===== config.mk =====
export PLATFORM = sky130hd
export DESIGN_NAME = load_cell_tare_span_scaler_unit
export DESIGN_NICKNAME = d
export VERILOG_FILES = /design/src/lcts_pkg.sv /design/src/lcts_arith.sv /design/src/load_cell_tare_span_scaler_unit.sv
export SDC_FILE = /design/constraint.sdc
export NUM_CORES = 1
export LEC_CHECK = 0
export BUFFER_PORTS_ARGS = -buffer_cell sky130_fd_sc_hd__clkbuf_2
export CAP_MARGIN = 20
export CORE_ASPECT_RATIO = 0.6
export CORE_MARGIN = 2
export CORE_UTILIZATION = 57
export CTS_CLUSTER_SIZE = 10
export DETAILED_ROUTE_END_ITERATION = 8
export PLACE_DENSITY = 0.76
export SLEW_MARGIN = 10
export SYNTH_ARGS = -nofsm -noshare
export SYNTH_HDL_FRONTEND = slang
export SYNTH_HIERARCHICAL = 1
export SYNTH_SLANG_ARGS = --single-unit

===== constraint.sdc =====
create_clock -name clk -period 16.5 [get_ports clk]
set_input_delay 0.825 -clock clk [delete_from_list [all_inputs] [get_ports clk]]
set_output_delay 0.825 -clock clk [all_outputs]
set_load 0.01 [all_outputs]

===== src/lcts_pkg.sv =====
// Shared types, constants and operation codes for the load-cell tare/span scaler.
// No dependencies; every other file refers to it by scoped names.
package lcts_pkg;

	localparam int BLOCK_LEN_DEF   = 15;
	localparam int SAMPLE_BITS_DEF = 16;

	// Field widths
	localparam int SAMPLE_W = 16;
	localparam int ADDR_W   = 7;
	localparam int VALUE_W  = 16;
	localparam int WEIGHT_W = 32;
	localparam int AVG_W    = 16;
	localparam int ERR_W    = 1;

	localparam int ADDR_LSB  = SAMPLE_W;
	localparam int VALUE_LSB = SAMPLE_W + ADDR_W;

	localparam int IN_FIELDS_W  = SAMPLE_W + ADDR_W + VALUE_W;
	localparam int IN_DATA_W    = ((IN_FIELDS_W + 7) / 8) * 8;
	localparam int OUT_FIELDS_W = WEIGHT_W + AVG_W + ERR_W;
	localparam int OUT_DATA_W   = ((OUT_FIELDS_W + 7) / 8) * 8;

	// Action kinds carried on tuser
	localparam logic ACT_SAMPLE = 1'b0;
	localparam logic ACT_WRITE  = 1'b1;

	// Holding registers
	localparam logic [ADDR_W-1:0]  REG_ZERO = 7'd42;
	localparam logic [ADDR_W-1:0]  REG_SPAN = 7'd43;
	localparam logic [VALUE_W-1:0] ZERO_CMD = 16'd1;

	// Q16.16 coefficient
	localparam int              Q_FRAC = 16;
	localparam int              COEF_W = 32;
	localparam logic [COEF_W-1:0] Q_ONE = 32'd65536;

	// Shared unit geometry
	localparam int HI_W      = 32;
	localparam int LO_W      = 16;
	localparam int DIV_STEPS = HI_W;
	localparam int MUL_STEPS = LO_W;
	localparam int STEP_W    = $clog2(DIV_STEPS);

	// Shared unit operations
	localparam logic [2:0] OP_NOP      = 3'd0;
	localparam logic [2:0] OP_DIV_LOAD = 3'd1;
	localparam logic [2:0] OP_DIV_STEP = 3'd2;
	localparam logic [2:0] OP_MUL_LOAD = 3'd3;
	localparam logic [2:0] OP_MUL_STEP = 3'd4;

	typedef struct packed {
		logic [2:0]      op;
		logic [HI_W-1:0] opa;   // dividend or multiplicand
		logic [LO_W-1:0] opb;   // divisor or multiplier
	} arith_ctl_t;

endpackage


===== src/lcts_arith.sv =====
// Shared shift/add unit: restoring division and shift-add multiplication, one bit a cycle.
// Depends on lcts_pkg.
module lcts_arith (
	input  logic                                       clk,
	input  lcts_pkg::arith_ctl_t                       ctl,
	output logic [lcts_pkg::HI_W-1:0]                  quo,
	output logic [lcts_pkg::HI_W+lcts_pkg::LO_W-1:0]   prod
);

	logic [lcts_pkg::HI_W-1:0] hi_q;
	logic [lcts_pkg::LO_W-1:0] lo_q;
	logic [lcts_pkg::HI_W-1:0] opnd_q;

	logic [lcts_pkg::LO_W:0]   rem_sh;
	logic [lcts_pkg::HI_W:0]   add_a;
	logic [lcts_pkg::HI_W:0]   add_b;
	logic                      add_ci;
	logic [lcts_pkg::HI_W:0]   add_sum;
	logic                      div_ok;

	// One adder serves both operations
	always_comb begin
		rem_sh = {lo_q, hi_q[lcts_pkg::HI_W-1]};
		case (ctl.op)
			lcts_pkg::OP_DIV_STEP: begin
				add_a  = {{(lcts_pkg::HI_W-lcts_pkg::LO_W){1'b0}}, rem_sh};
				add_b  = ~{{(lcts_pkg::HI_W-lcts_pkg::LO_W+1){1'b0}}, opnd_q[lcts_pkg::LO_W-1:0]};
				add_ci = 1'b1;
			end
			default: begin
				add_a  = {1'b0, hi_q};
				add_b  = lo_q[0] ? {1'b0, opnd_q} : '0;
				add_ci = 1'b0;
			end
		endcase
		add_sum = add_a + add_b + {{lcts_pkg::HI_W{1'b0}}, add_ci};
		div_ok  = ~add_sum[lcts_pkg::HI_W];
	end

	always_ff @(posedge clk) begin
		case (ctl.op)
			lcts_pkg::OP_DIV_LOAD: begin
				hi_q   <= ctl.opa;
				lo_q   <= '0;
				opnd_q <= {{(lcts_pkg::HI_W-lcts_pkg::LO_W){1'b0}}, ctl.opb};
			end
			lcts_pkg::OP_DIV_STEP: begin
				hi_q <= {hi_q[lcts_pkg::HI_W-2:0], div_ok};
				lo_q <= div_ok ? add_sum[lcts_pkg::LO_W-1:0] : rem_sh[lcts_pkg::LO_W-1:0];
			end
			lcts_pkg::OP_MUL_LOAD: begin
				hi_q   <= '0;
				lo_q   <= ctl.opb;
				opnd_q <= ctl.opa;
			end
			lcts_pkg::OP_MUL_STEP: begin
				hi_q <= add_sum[lcts_pkg::HI_W:1];
				lo_q <= {add_sum[0], lo_q[lcts_pkg::LO_W-1:1]};
			end
			default: ;
		endcase
	end

	assign quo  = hi_q;
	assign prod = {hi_q, lo_q};

endmodule


===== src/load_cell_tare_span_scaler_unit.sv =====
// Top level of the load-cell tare/span scaler: sequencer, calibration state, output register.
// Depends on lcts_pkg and lcts_arith.
//
// Each input word is either a converter sample (tuser = 0) or a holding-register write
// (tuser = 1). Samples are summed in blocks of BLOCK_LEN; at the end of each block the
// average is the truncated block sum divided by BLOCK_LEN. A write of 1 to register 42
// takes the current average as the zero; a write to register 43 sets the Q16.16 span
// coefficient to value*65536 / (average - zero), truncated toward zero, or raises
// cal_error on that result and keeps the old coefficient when the difference is zero.
// Every input word yields exactly one output word carrying the weight
// (average - zero) * coefficient / 65536, truncated toward zero and saturated to 32 bits,
// together with the latest block average. All arithmetic runs one bit per cycle through
// a single shared shift/add unit: a word that neither closes a block nor sets the span
// passes through the multiply load, 16 multiply steps and the output hand-off. A word
// that closes a block or sets the span first runs 32 division steps and the write-back
// (the divider load shares the accept cycle). s_tready is high only while the sequencer
// is idle; a finished result waits in the output register, so the next word can be
// taken before the previous one is drained.
module load_cell_tare_span_scaler_unit #(
	parameter int BLOCK_LEN   = lcts_pkg::BLOCK_LEN_DEF,
	parameter int SAMPLE_BITS = lcts_pkg::SAMPLE_BITS_DEF
) (
	input  logic                              clk,
	input  logic                              arst_n,
	input  logic                              s_tvalid,
	output logic                              s_tready,
	// [15:0] sample, [22:16] reg_address, [38:23] write_value, [39] zero
	input  logic [lcts_pkg::IN_DATA_W-1:0]    s_tdata,
	// [0] action
	input  logic                              s_tuser,
	output logic                              m_tvalid,
	input  logic                              m_tready,
	// [31:0] weight, [47:32] average, [48] cal_error, [55:49] zero
	output logic [lcts_pkg::OUT_DATA_W-1:0]   m_tdata
);

	// Only the low SAMPLE_BITS of a sample count, and never more than the field holds
	localparam int SW    = (SAMPLE_BITS < lcts_pkg::SAMPLE_W) ? SAMPLE_BITS : lcts_pkg::SAMPLE_W;
	localparam int CNT_W = $clog2(BLOCK_LEN);
	localparam int SUM_W = SW + $clog2(BLOCK_LEN);

	localparam logic [CNT_W-1:0] CNT_LAST = CNT_W'(BLOCK_LEN - 1);

	localparam logic [2:0] ST_IDLE  = 3'd0;
	localparam logic [2:0] ST_DIV   = 3'd1;
	localparam logic [2:0] ST_DWB   = 3'd2;
	localparam logic [2:0] ST_MLOAD = 3'd3;
	localparam logic [2:0] ST_MUL   = 3'd4;
	localparam logic [2:0] ST_FIN   = 3'd5;

	logic [2:0]                       state_q;
	logic [lcts_pkg::STEP_W-1:0]      step_q;
	logic [SUM_W-1:0]                 sum_q;
	logic [CNT_W-1:0]                 cnt_q;
	logic [lcts_pkg::AVG_W-1:0]       avg_q;
	logic [lcts_pkg::AVG_W-1:0]       zero_q;
	logic                             coef_neg_q;
	logic [lcts_pkg::COEF_W-1:0]      coef_mag_q;
	logic                             span_q;     // division in flight sets the span
	logic                             sgn_q;      // sign of the difference in use
	logic                             err_q;
	logic                             m_tvalid_q;
	logic [lcts_pkg::OUT_DATA_W-1:0]  m_tdata_q;

	logic                                     accept;
	logic [SW-1:0]                            in_sample;
	logic [lcts_pkg::ADDR_W-1:0]              in_addr;
	logic [lcts_pkg::VALUE_W-1:0]             in_value;
	logic [SUM_W-1:0]                         sum_next;
	logic                                     blk_end;
	logic                                     span_go;
	logic [lcts_pkg::AVG_W:0]                 diff;
	logic                                     d_neg;
	logic                                     d_zero;
	logic [lcts_pkg::AVG_W-1:0]               d_mag;
	lcts_pkg::arith_ctl_t                     ctl;
	logic [lcts_pkg::HI_W-1:0]                quo;
	logic [lcts_pkg::HI_W+lcts_pkg::LO_W-1:0] prod;
	logic [lcts_pkg::WEIGHT_W-1:0]            w_mag;
	logic [lcts_pkg::WEIGHT_W-1:0]            weight;
	logic                                     w_neg;
	logic                                     out_load;

	assign s_tready = (state_q == ST_IDLE);
	assign accept   = s_tvalid & s_tready;

	assign in_sample = s_tdata[SW-1:0];
	assign in_addr   = s_tdata[lcts_pkg::ADDR_LSB +: lcts_pkg::ADDR_W];
	assign in_value  = s_tdata[lcts_pkg::VALUE_LSB +: lcts_pkg::VALUE_W];

	assign sum_next = sum_q + SUM_W'(in_sample);
	assign blk_end  = (s_tuser == lcts_pkg::ACT_SAMPLE) && (cnt_q == CNT_LAST);

	// Signed difference of average and zero, kept as sign and magnitude
	assign diff   = {1'b0, avg_q} - {1'b0, zero_q};
	assign d_neg  = diff[lcts_pkg::AVG_W];
	assign d_zero = (diff == '0);
	assign d_mag  = d_neg ? lcts_pkg::AVG_W'(-diff) : diff[lcts_pkg::AVG_W-1:0];

	assign span_go = (s_tuser == lcts_pkg::ACT_WRITE) && (in_addr == lcts_pkg::REG_SPAN)
	                 && !d_zero;

	// Drive the shared unit
	always_comb begin
		ctl.op  = lcts_pkg::OP_NOP;
		ctl.opa = '0;
		ctl.opb = '0;
		case (state_q)
			ST_IDLE: begin
				if (accept && blk_end) begin
					ctl.op  = lcts_pkg::OP_DIV_LOAD;
					ctl.opa = lcts_pkg::HI_W'(sum_next);
					ctl.opb = lcts_pkg::LO_W'(BLOCK_LEN);
				end else if (accept && span_go) begin
					ctl.op  = lcts_pkg::OP_DIV_LOAD;
					ctl.opa = {in_value, {lcts_pkg::Q_FRAC{1'b0}}};
					ctl.opb = d_mag;
				end
			end
			ST_DIV:   ctl.op = lcts_pkg::OP_DIV_STEP;
			ST_MLOAD: begin
				ctl.op  = lcts_pkg::OP_MUL_LOAD;
				ctl.opa = coef_mag_q;
				ctl.opb = d_mag;
			end
			ST_MUL:   ctl.op = lcts_pkg::OP_MUL_STEP;
			default:  ctl.op = lcts_pkg::OP_NOP;
		endcase
	end

	lcts_arith u_arith (
		.clk  (clk),
		.ctl  (ctl),
		.quo  (quo),
		.prod (prod)
	);

	// Drop the Q16.16 fraction, apply sign, saturate
	always_comb begin
		w_mag = prod[lcts_pkg::Q_FRAC +: lcts_pkg::WEIGHT_W];
		w_neg = sgn_q ^ coef_neg_q;
		if (!w_neg) begin
			weight = w_mag[lcts_pkg::WEIGHT_W-1] ? {1'b0, {(lcts_pkg::WEIGHT_W-1){1'b1}}} : w_mag;
		end else if (w_mag[lcts_pkg::WEIGHT_W-1] && (|w_mag[lcts_pkg::WEIGHT_W-2:0])) begin
			weight = {1'b1, {(lcts_pkg::WEIGHT_W-1){1'b0}}};
		end else begin
			weight = -w_mag;
		end
	end

	assign out_load = (state_q == ST_FIN) && (!m_tvalid_q || m_tready);

	always_ff @(posedge clk or negedge arst_n) begin
		if (!arst_n) begin
			state_q    <= ST_IDLE;
			step_q     <= '0;
			sum_q      <= '0;
			cnt_q      <= '0;
			avg_q      <= '0;
			zero_q     <= '0;
			coef_neg_q <= 1'b0;
			coef_mag_q <= lcts_pkg::Q_ONE;
			span_q     <= 1'b0;
			sgn_q      <= 1'b0;
			err_q      <= 1'b0;
			m_tvalid_q <= 1'b0;
		end else begin
			// advance the output register, or drop the word once taken
			if (out_load) begin
				m_tvalid_q <= 1'b1;
			end else if (m_tready) begin
				m_tvalid_q <= 1'b0;
			end
			case (state_q)
				ST_IDLE: begin
					if (accept) begin
						err_q  <= (s_tuser == lcts_pkg::ACT_WRITE)
						          && (in_addr == lcts_pkg::REG_SPAN) && d_zero;
						span_q <= span_go;
						sgn_q  <= d_neg;
						if (s_tuser == lcts_pkg::ACT_SAMPLE) begin
							if (blk_end) begin
								sum_q <= '0;
								cnt_q <= '0;
							end else begin
								sum_q <= sum_next;
								cnt_q <= cnt_q + CNT_W'(1);
							end
						end else begin
							if (in_addr == lcts_pkg::REG_ZERO && in_value == lcts_pkg::ZERO_CMD) begin
								zero_q <= avg_q;
							end
						end
						if (blk_end || span_go) begin
							step_q  <= lcts_pkg::STEP_W'(lcts_pkg::DIV_STEPS - 1);
							state_q <= ST_DIV;
						end else begin
							state_q <= ST_MLOAD;
						end
					end
				end
				ST_DIV: begin
					if (step_q == '0) begin
						state_q <= ST_DWB;
					end else begin
						step_q <= step_q - lcts_pkg::STEP_W'(1);
					end
				end
				ST_DWB: begin
					if (span_q) begin
						coef_mag_q <= quo;
						coef_neg_q <= sgn_q;
					end else begin
						avg_q <= quo[lcts_pkg::AVG_W-1:0];
					end
					state_q <= ST_MLOAD;
				end
				ST_MLOAD: begin
					// difference now reflects this word's update
					sgn_q   <= d_neg;
					step_q  <= lcts_pkg::STEP_W'(lcts_pkg::MUL_STEPS - 1);
					state_q <= ST_MUL;
				end
				ST_MUL: begin
					if (step_q == '0) begin
						state_q <= ST_FIN;
					end else begin
						step_q <= step_q - lcts_pkg::STEP_W'(1);
					end
				end
				ST_FIN: begin
					// hold until the output register is free
					if (out_load) begin
						state_q <= ST_IDLE;
					end
				end
				default: state_q <= ST_IDLE;
			endcase
		end
	end

	always_ff @(posedge clk) begin
		if (out_load) begin
			m_tdata_q <= {{(lcts_pkg::OUT_DATA_W-lcts_pkg::OUT_FIELDS_W){1'b0}},
			              err_q, avg_q, weight};
		end
	end

	assign m_tvalid = m_tvalid_q;
	assign m_tdata  = m_tdata_q;

endmodule


# After elaboration in Yosys (flattened, before gate mapping)

Cells that the tools add are included.

Bits in registers: 230
Bits in latches: 0
RAM bits: 0
Memory bits (read-only): 0
Input bits: 45
Output and inout bits: 58
Word-level logic and storage cells: 112
Memories: 0

$add $sub $neg: 8
Multipliers: 0
Divide/modulo/power cells: 0
$lt $le $gt $ge: 0
Eq/ne operators: 19
Shifts and indexed selects: 0
Muxes and demuxes: 32
Bitwise operators: 6
Reductions and logical operators: 31

Operators with widths:

| cell                | count |
|---|---|
| $mux 32             | 4 |
| $pmux 32 s4         | 1 |
| $pmux 48 s2         | 1 |
| $pmux 16 s4         | 1 |
| $pmux 32 s2         | 1 |
| $mux 51             | 1 |
| $mux 49             | 1 |
| $add 32x33->33      | 1 |
| $add 33x1->33       | 1 |
| $mux 33             | 1 |
| $not 16->33         | 1 |
| $mux 16             | 2 |
| $neg 32->32         | 1 |
| $mux 31             | 1 |
| $reduce_or 31->1    | 1 |
| $add 20x16->20      | 1 |
| $mux 20             | 1 |
| $pmux 3 s6          | 1 |
| $logic_not 17->1    | 1 |
| $sub 16x16->17      | 1 |
| $eq 16x1->1 const B | 1 |
| $neg 16->16         | 1 |
| $mux 5              | 3 |
| $pmux 5 s3          | 1 |
| 30 further kinds    | 66 |

# Depth between registers and ports, before layout

Depth in word-level cells: 14
Depth in mapped cells: 36
Mapped depth without buffers: 33

# By module

The synthesis kept the hierarchy.

By module, submodules not included:

| module                          | times used | cells each | area each (µm²) | sequential area each (µm²) |
|---|---|---|---|---|
| load_cell_tare_span_scaler_unit | 1          | 920        | 9,146.3         | 4,000.1 |
| lcts_arith                      | 1          | 734        | 6,392.4         | 2,402.3 |

# Least setup slack after synthesis

No wires, ideal clock.

Path kind: register to register
Start point: register avg_q[0] (netlist name)
End point: register u_arith/lo_q[12] (netlist name), data pin
Library setup time: 267 ps
Arrival time: 7,167 ps
Required time: 16,233 ps
Setup slack: 9,066 ps
Cell stages (with the launch flop): 35
Path buffers: 5
Period minus slack after synthesis: 7,434 ps
Path through: dfrtp_1 inv_1 ha_1 fa_1 and2b_1 o31ai_1 a211o_1 and2_1 a311oi_2 nor3b_2 a41oi_4 nor2_2 buf_2 nand2_1 nor2_1 nand2_1 inv_1 clkbuf_1 buf_1 nand2_1 nand2_1 ha_1 a21o_1 a21oi_1 nand2_1 a31oi_1 o21ba_2 o21a_1 nand2_1 a31o_2 ha_1 clkbuf_1 clkbuf_1 mux2i_1 o21ai_0

RTL lines:

| element                  | RTL line                               | text |
|---|---|---|
| start: declaration       | load_cell_tare_span_scaler_unit.sv:55  | `logic [lcts_pkg::AVG_W-1:0] avg_q;` |
| start signal: assignment | load_cell_tare_span_scaler_unit.sv:214 | `avg_q <= quo[lcts_pkg::AVG_W-1:0];` |
| end signal: assignment   | lcts_arith.sv:49                       | `lo_q <= div_ok ? add_sum[lcts_pkg::LO_W-1:0] : rem_sh[lcts_pkg::LO_W-1:0];` |
| end signal: assignment   | lcts_arith.sv:53                       | `lo_q <= ctl.opb;` |
| end signal: assignment   | lcts_arith.sv:58                       | `lo_q <= {add_sum[0], lo_q[lcts_pkg::LO_W-1:1]};` |
| end: declaration         | lcts_arith.sv:11                       | `logic [lcts_pkg::LO_W-1:0] lo_q;` |

==> key figures <==
Status
  – Status: completed

Worst setup path
  – Crit path arrival time: 10.10 ns
  – FF-to-FF End: u_arith/lo_q[2]$_DFFE_PP_
  – CP bufs+invs: 5
  – Crit-path most repeated cell: nand2_1
  – RR Startpoint: avg_q[0]$_DFFE_PN0P_
  – Crit Path Max Fanout: 75
  – Req. time, crit path: 16.77 ns
  – Crit path largest cell delay: 0.95 ns
  – Slowest-stage cell, CP: ha_1
  – R2r setup slk: 6.67 ns
  – Worst r2r path cells: 34
  – Critical path class: flop to flop
  – Worst setup SP type: flop
  – Worst setup EP type: flop
  – Crit path max-delay family: compound AO/OA/AOI/OAI gates

Timing
  – TNS Setup: 0 ns
  – Unrepaired setup endpoints after global routing: false
  – Final worst-path cycle share: 0.596
  – Relative slew slack: 0.294
  – Fmax: 102 MHz
  – Minimum clock period: 9.83 ns
  – Final Hold Fails: 0
  – Final setup violation count: 0
  – Clock skew: 0.0123 ns
  – Worst slew pin tran: 1.06 ns
  – Final Max Slew Viols: 0

Clocking
  – Inserted Clock Buffers: 27
  – Clk slew on worst S/H paths: 0.06 ns
  – Post-CTS setup buffer count: 0
  – PostCTS Resize Cnt: 0
  – Clock H-tree levels: 1
  – Clock Latency Late Sink: 0.55 ns
  – Post-CTS Hold Buffers: 0
  – CTS tree: done
  – CTS Buffer Depth: 3
  – Root buffer cell: clkbuf_16
  – CTS Sinks: 230

Global routing
  – First-pass GRT wire length: 68700 um
  – Grt ovf: 0
  – Vias in the first global route: 12077
  – GRT Util Overall: 0.307
  – Pin count of the biggest net entering global routing: 76
  – Initial antenna violation count: 0

Synthesis
  – Netlist cell types: 91
  – Top_reg_cell synth: edfxtp_1
  – Cell taking the most area after synthesis: edfxtp_1
  – Synthesized flop and latch total: 230
  – Post-synthesis sequential area ratio: 0.412
  – Post-synthesis cell area: 0.0155 mm2
  – Syn. warnings: 6
  – Syn avg cell area: 9.39 um2
  – Cells after Synth: 1654
  – Top-area cell type share of the netlist area: 0.249
  – Synth area leaders: edfxtp_1, dfrtp_1, ha_1
  – Post-synth EDFFs: 129
  – Async set-or-reset flop fraction in the synthesized netlist: 0.439

Floorplan
  – Die area: 0.0286 mm2
  – FP Rows: 46
  – Starting Density: 0.584
  – I/O pin count: 103
  – Core Region: 0.0266 mm2
  – Die width: 217 um
  – Die height: 132 um

Power and ir drop
  – P_sw: 0.00187 W
  – Switching Fraction: 0.484
  – Pwr dens: 229 mW/mm2
  – Worst vdd ir: 0.164 mV
  – Combinational Power Share: 0.573
  – Pwr Total: 0.00386 W
  – P_int: 0.00199 W
  – Leakage: 7.11 nW
  – Seq pwr share: 0.285
  – Clock share of power: 0.141

Final layout
  – Filler Cell Count: 2223
  – Layout Nets: 1797
  – Finished Core Util: 0.633
  – Fraction of layout cells with a size suffix above 1: 0.149
  – Register area: 0.00640 mm2
  – Cell Count, Final, Fillers Out: 2056
  – Diode count: 0
  – Area grow syn2layout: 8.31%
  – Area occupied by multi-input gates: 0.00839 mm2

Placement
  – DP HPWL: 31900 um
  – Placed cells: 2007
  – IO Port Bufs: 94
  – Global placement routability congestion: 0.915

Drt
  – Vias: 13179
  – DRC viols: 0
  – Vias per inst: 6.41
  – Initial DRC count: 1715
  – DRT Wirelength: 44300 um
  – Drt first pass iters: 5
  – WL/cell: 21.5 um
  – ANT nets after route: 0

Worst hold path
  – Hold WC Path Type: input pin to asynchronous set/reset pin

Flow run
  – Max cap viols: 0
==> layout make-up <==
cell class,instances,area share
Multi-Input combinational cell,1257,0.498
Sequential cell,230,0.380
Clock buffer,47,0.0458
Timing Repair Buffer,117,0.0386
Tap cell,360,0.0268
Inverter,44,0.00981
Clock inverter,1,0.000297
==> metrics by stage <==
stage	setup WS, ns	hold WS (ns)	area, um2
finish	6.67	0.264	16800
global route	5.98	0.285	16800
CTS	6.38	0.265	16800
detailed placement	6.41	0.478	16000
global placement	6.63	0.457	16000
floorplan	9.07	0.425	15600
==> cell families after synthesis <==
logic type	count (synthesis)	synth area share
fa+ha+maj	75	0.0623
simple gates	554	0.173
compound gates	470	0.203
xor+xnor	72	0.0411
buf+inv	173	0.0526
mux	79	0.0562
flops	230	0.412
other cells	1	0.000241
==> metal layers <==
metal,track usage,vias up,share of wire
met5,0,-,0
met2,0.406,755,0.39
li1,-,6084,-
met1,0.473,6252,0.45
met4,0.0803,0,0.026
met3,0.103,88,0.13
==> layout by cell type, fill, tap and decap left out, drive strengths merged, types with 29 or more instances in the layout <==
cell / Yosys / routed
xor2: 29 / 29
inv: 44 / 44
xnor2: 43 / 43
nand2b: 39 / 39
a21oi: 102 / 102
nand2: 223 / 223
ha: 71 / 71
a22oi: 36 / 36
edfxtp: 129 / 129
dfrtp: 100 / 100
o21ai: 136 / 136
and3: 30 / 30
nor3: 37 / 37
mux2: 66 / 66
clkbuf: 76 / 140
a22o: 44 / 44
nor2: 102 / 102
==> power by group through the flow <==
stage,logic [W],clock network [W],registers (W)
2_1_floorplan,0.00165,0,0.00101
4_1_cts,0.00215,0.000552,0.00109
3_5_place_dp,0.00213,0,0.00110
5_1_grt,0.00241,0.000573,0.00112
6_report,0.00221,0.000546,0.00110
3_3_place_gp,0.00208,0,0.00109
==> cell usage after synthesis, types with 10 or more instances <==
library cell,instances
mux2_2,65
nand3_1,17
xnor2_1,43
mux2i_1,13
a22oi_1,36
a31oi_1,13
and3_1,30
dfrtp_1,100
nor2b_1,15
clkbuf_1,76
a21o_1,20
a21oi_1,100
nand4_1,14
nand2_1,222
a211oi_1,12
o21ai_0,131
buf_4,39
o311ai_0,20
and2_1,24
nor3_1,36
o21a_1,10
edfxtp_1,129
ha_1,71
inv_1,44
a22o_1,44
xor2_1,28
or3_1,13
nand2b_1,38
nor2_1,100
==> sequential cells by signal (all words and copies together) (netlist names), 3 cells and up <==
signal and cells:
state_q 3, cnt_q 4, u_arith/lo_q 16, m_tdata 49, u_arith/opnd_q 32, u_arith/quo 32
avg_q 16, zero_q 16, coef_mag_q 32, step_q 5, sum_q 20
==> worst max path at each step <==
| stage | start | to | slack [ns] | cells after the start |
|---|---|---|---|---|
| after global routing | avg_q[0]$_DFFE_PN0P_ | u_arith/lo_q[2]$_DFFE_PP_ | 5.98 | 34 |
| after CTS | avg_q[0]$_DFFE_PN0P_ | u_arith/lo_q[11]$_DFFE_PP_ | 6.38 | 32 |
| after global placement | avg_q[0]$_DFFE_PN0P_ | u_arith/lo_q[11]$_DFFE_PP_ | 6.63 | 32 |
| after detailed placement | avg_q[0]$_DFFE_PN0P_ | u_arith/lo_q[11]$_DFFE_PP_ | 6.41 | 32 |
| final | avg_q[0]$_DFFE_PN0P_ | u_arith/lo_q[2]$_DFFE_PP_ | 6.67 | 34 |
| after floorplan | avg_q[0]$_DFFE_PN0P_ | u_arith/lo_q[12]$_DFFE_PP_ | 9.07 | 34 |
No activity file was read; power rests on OpenSTA's default activity.
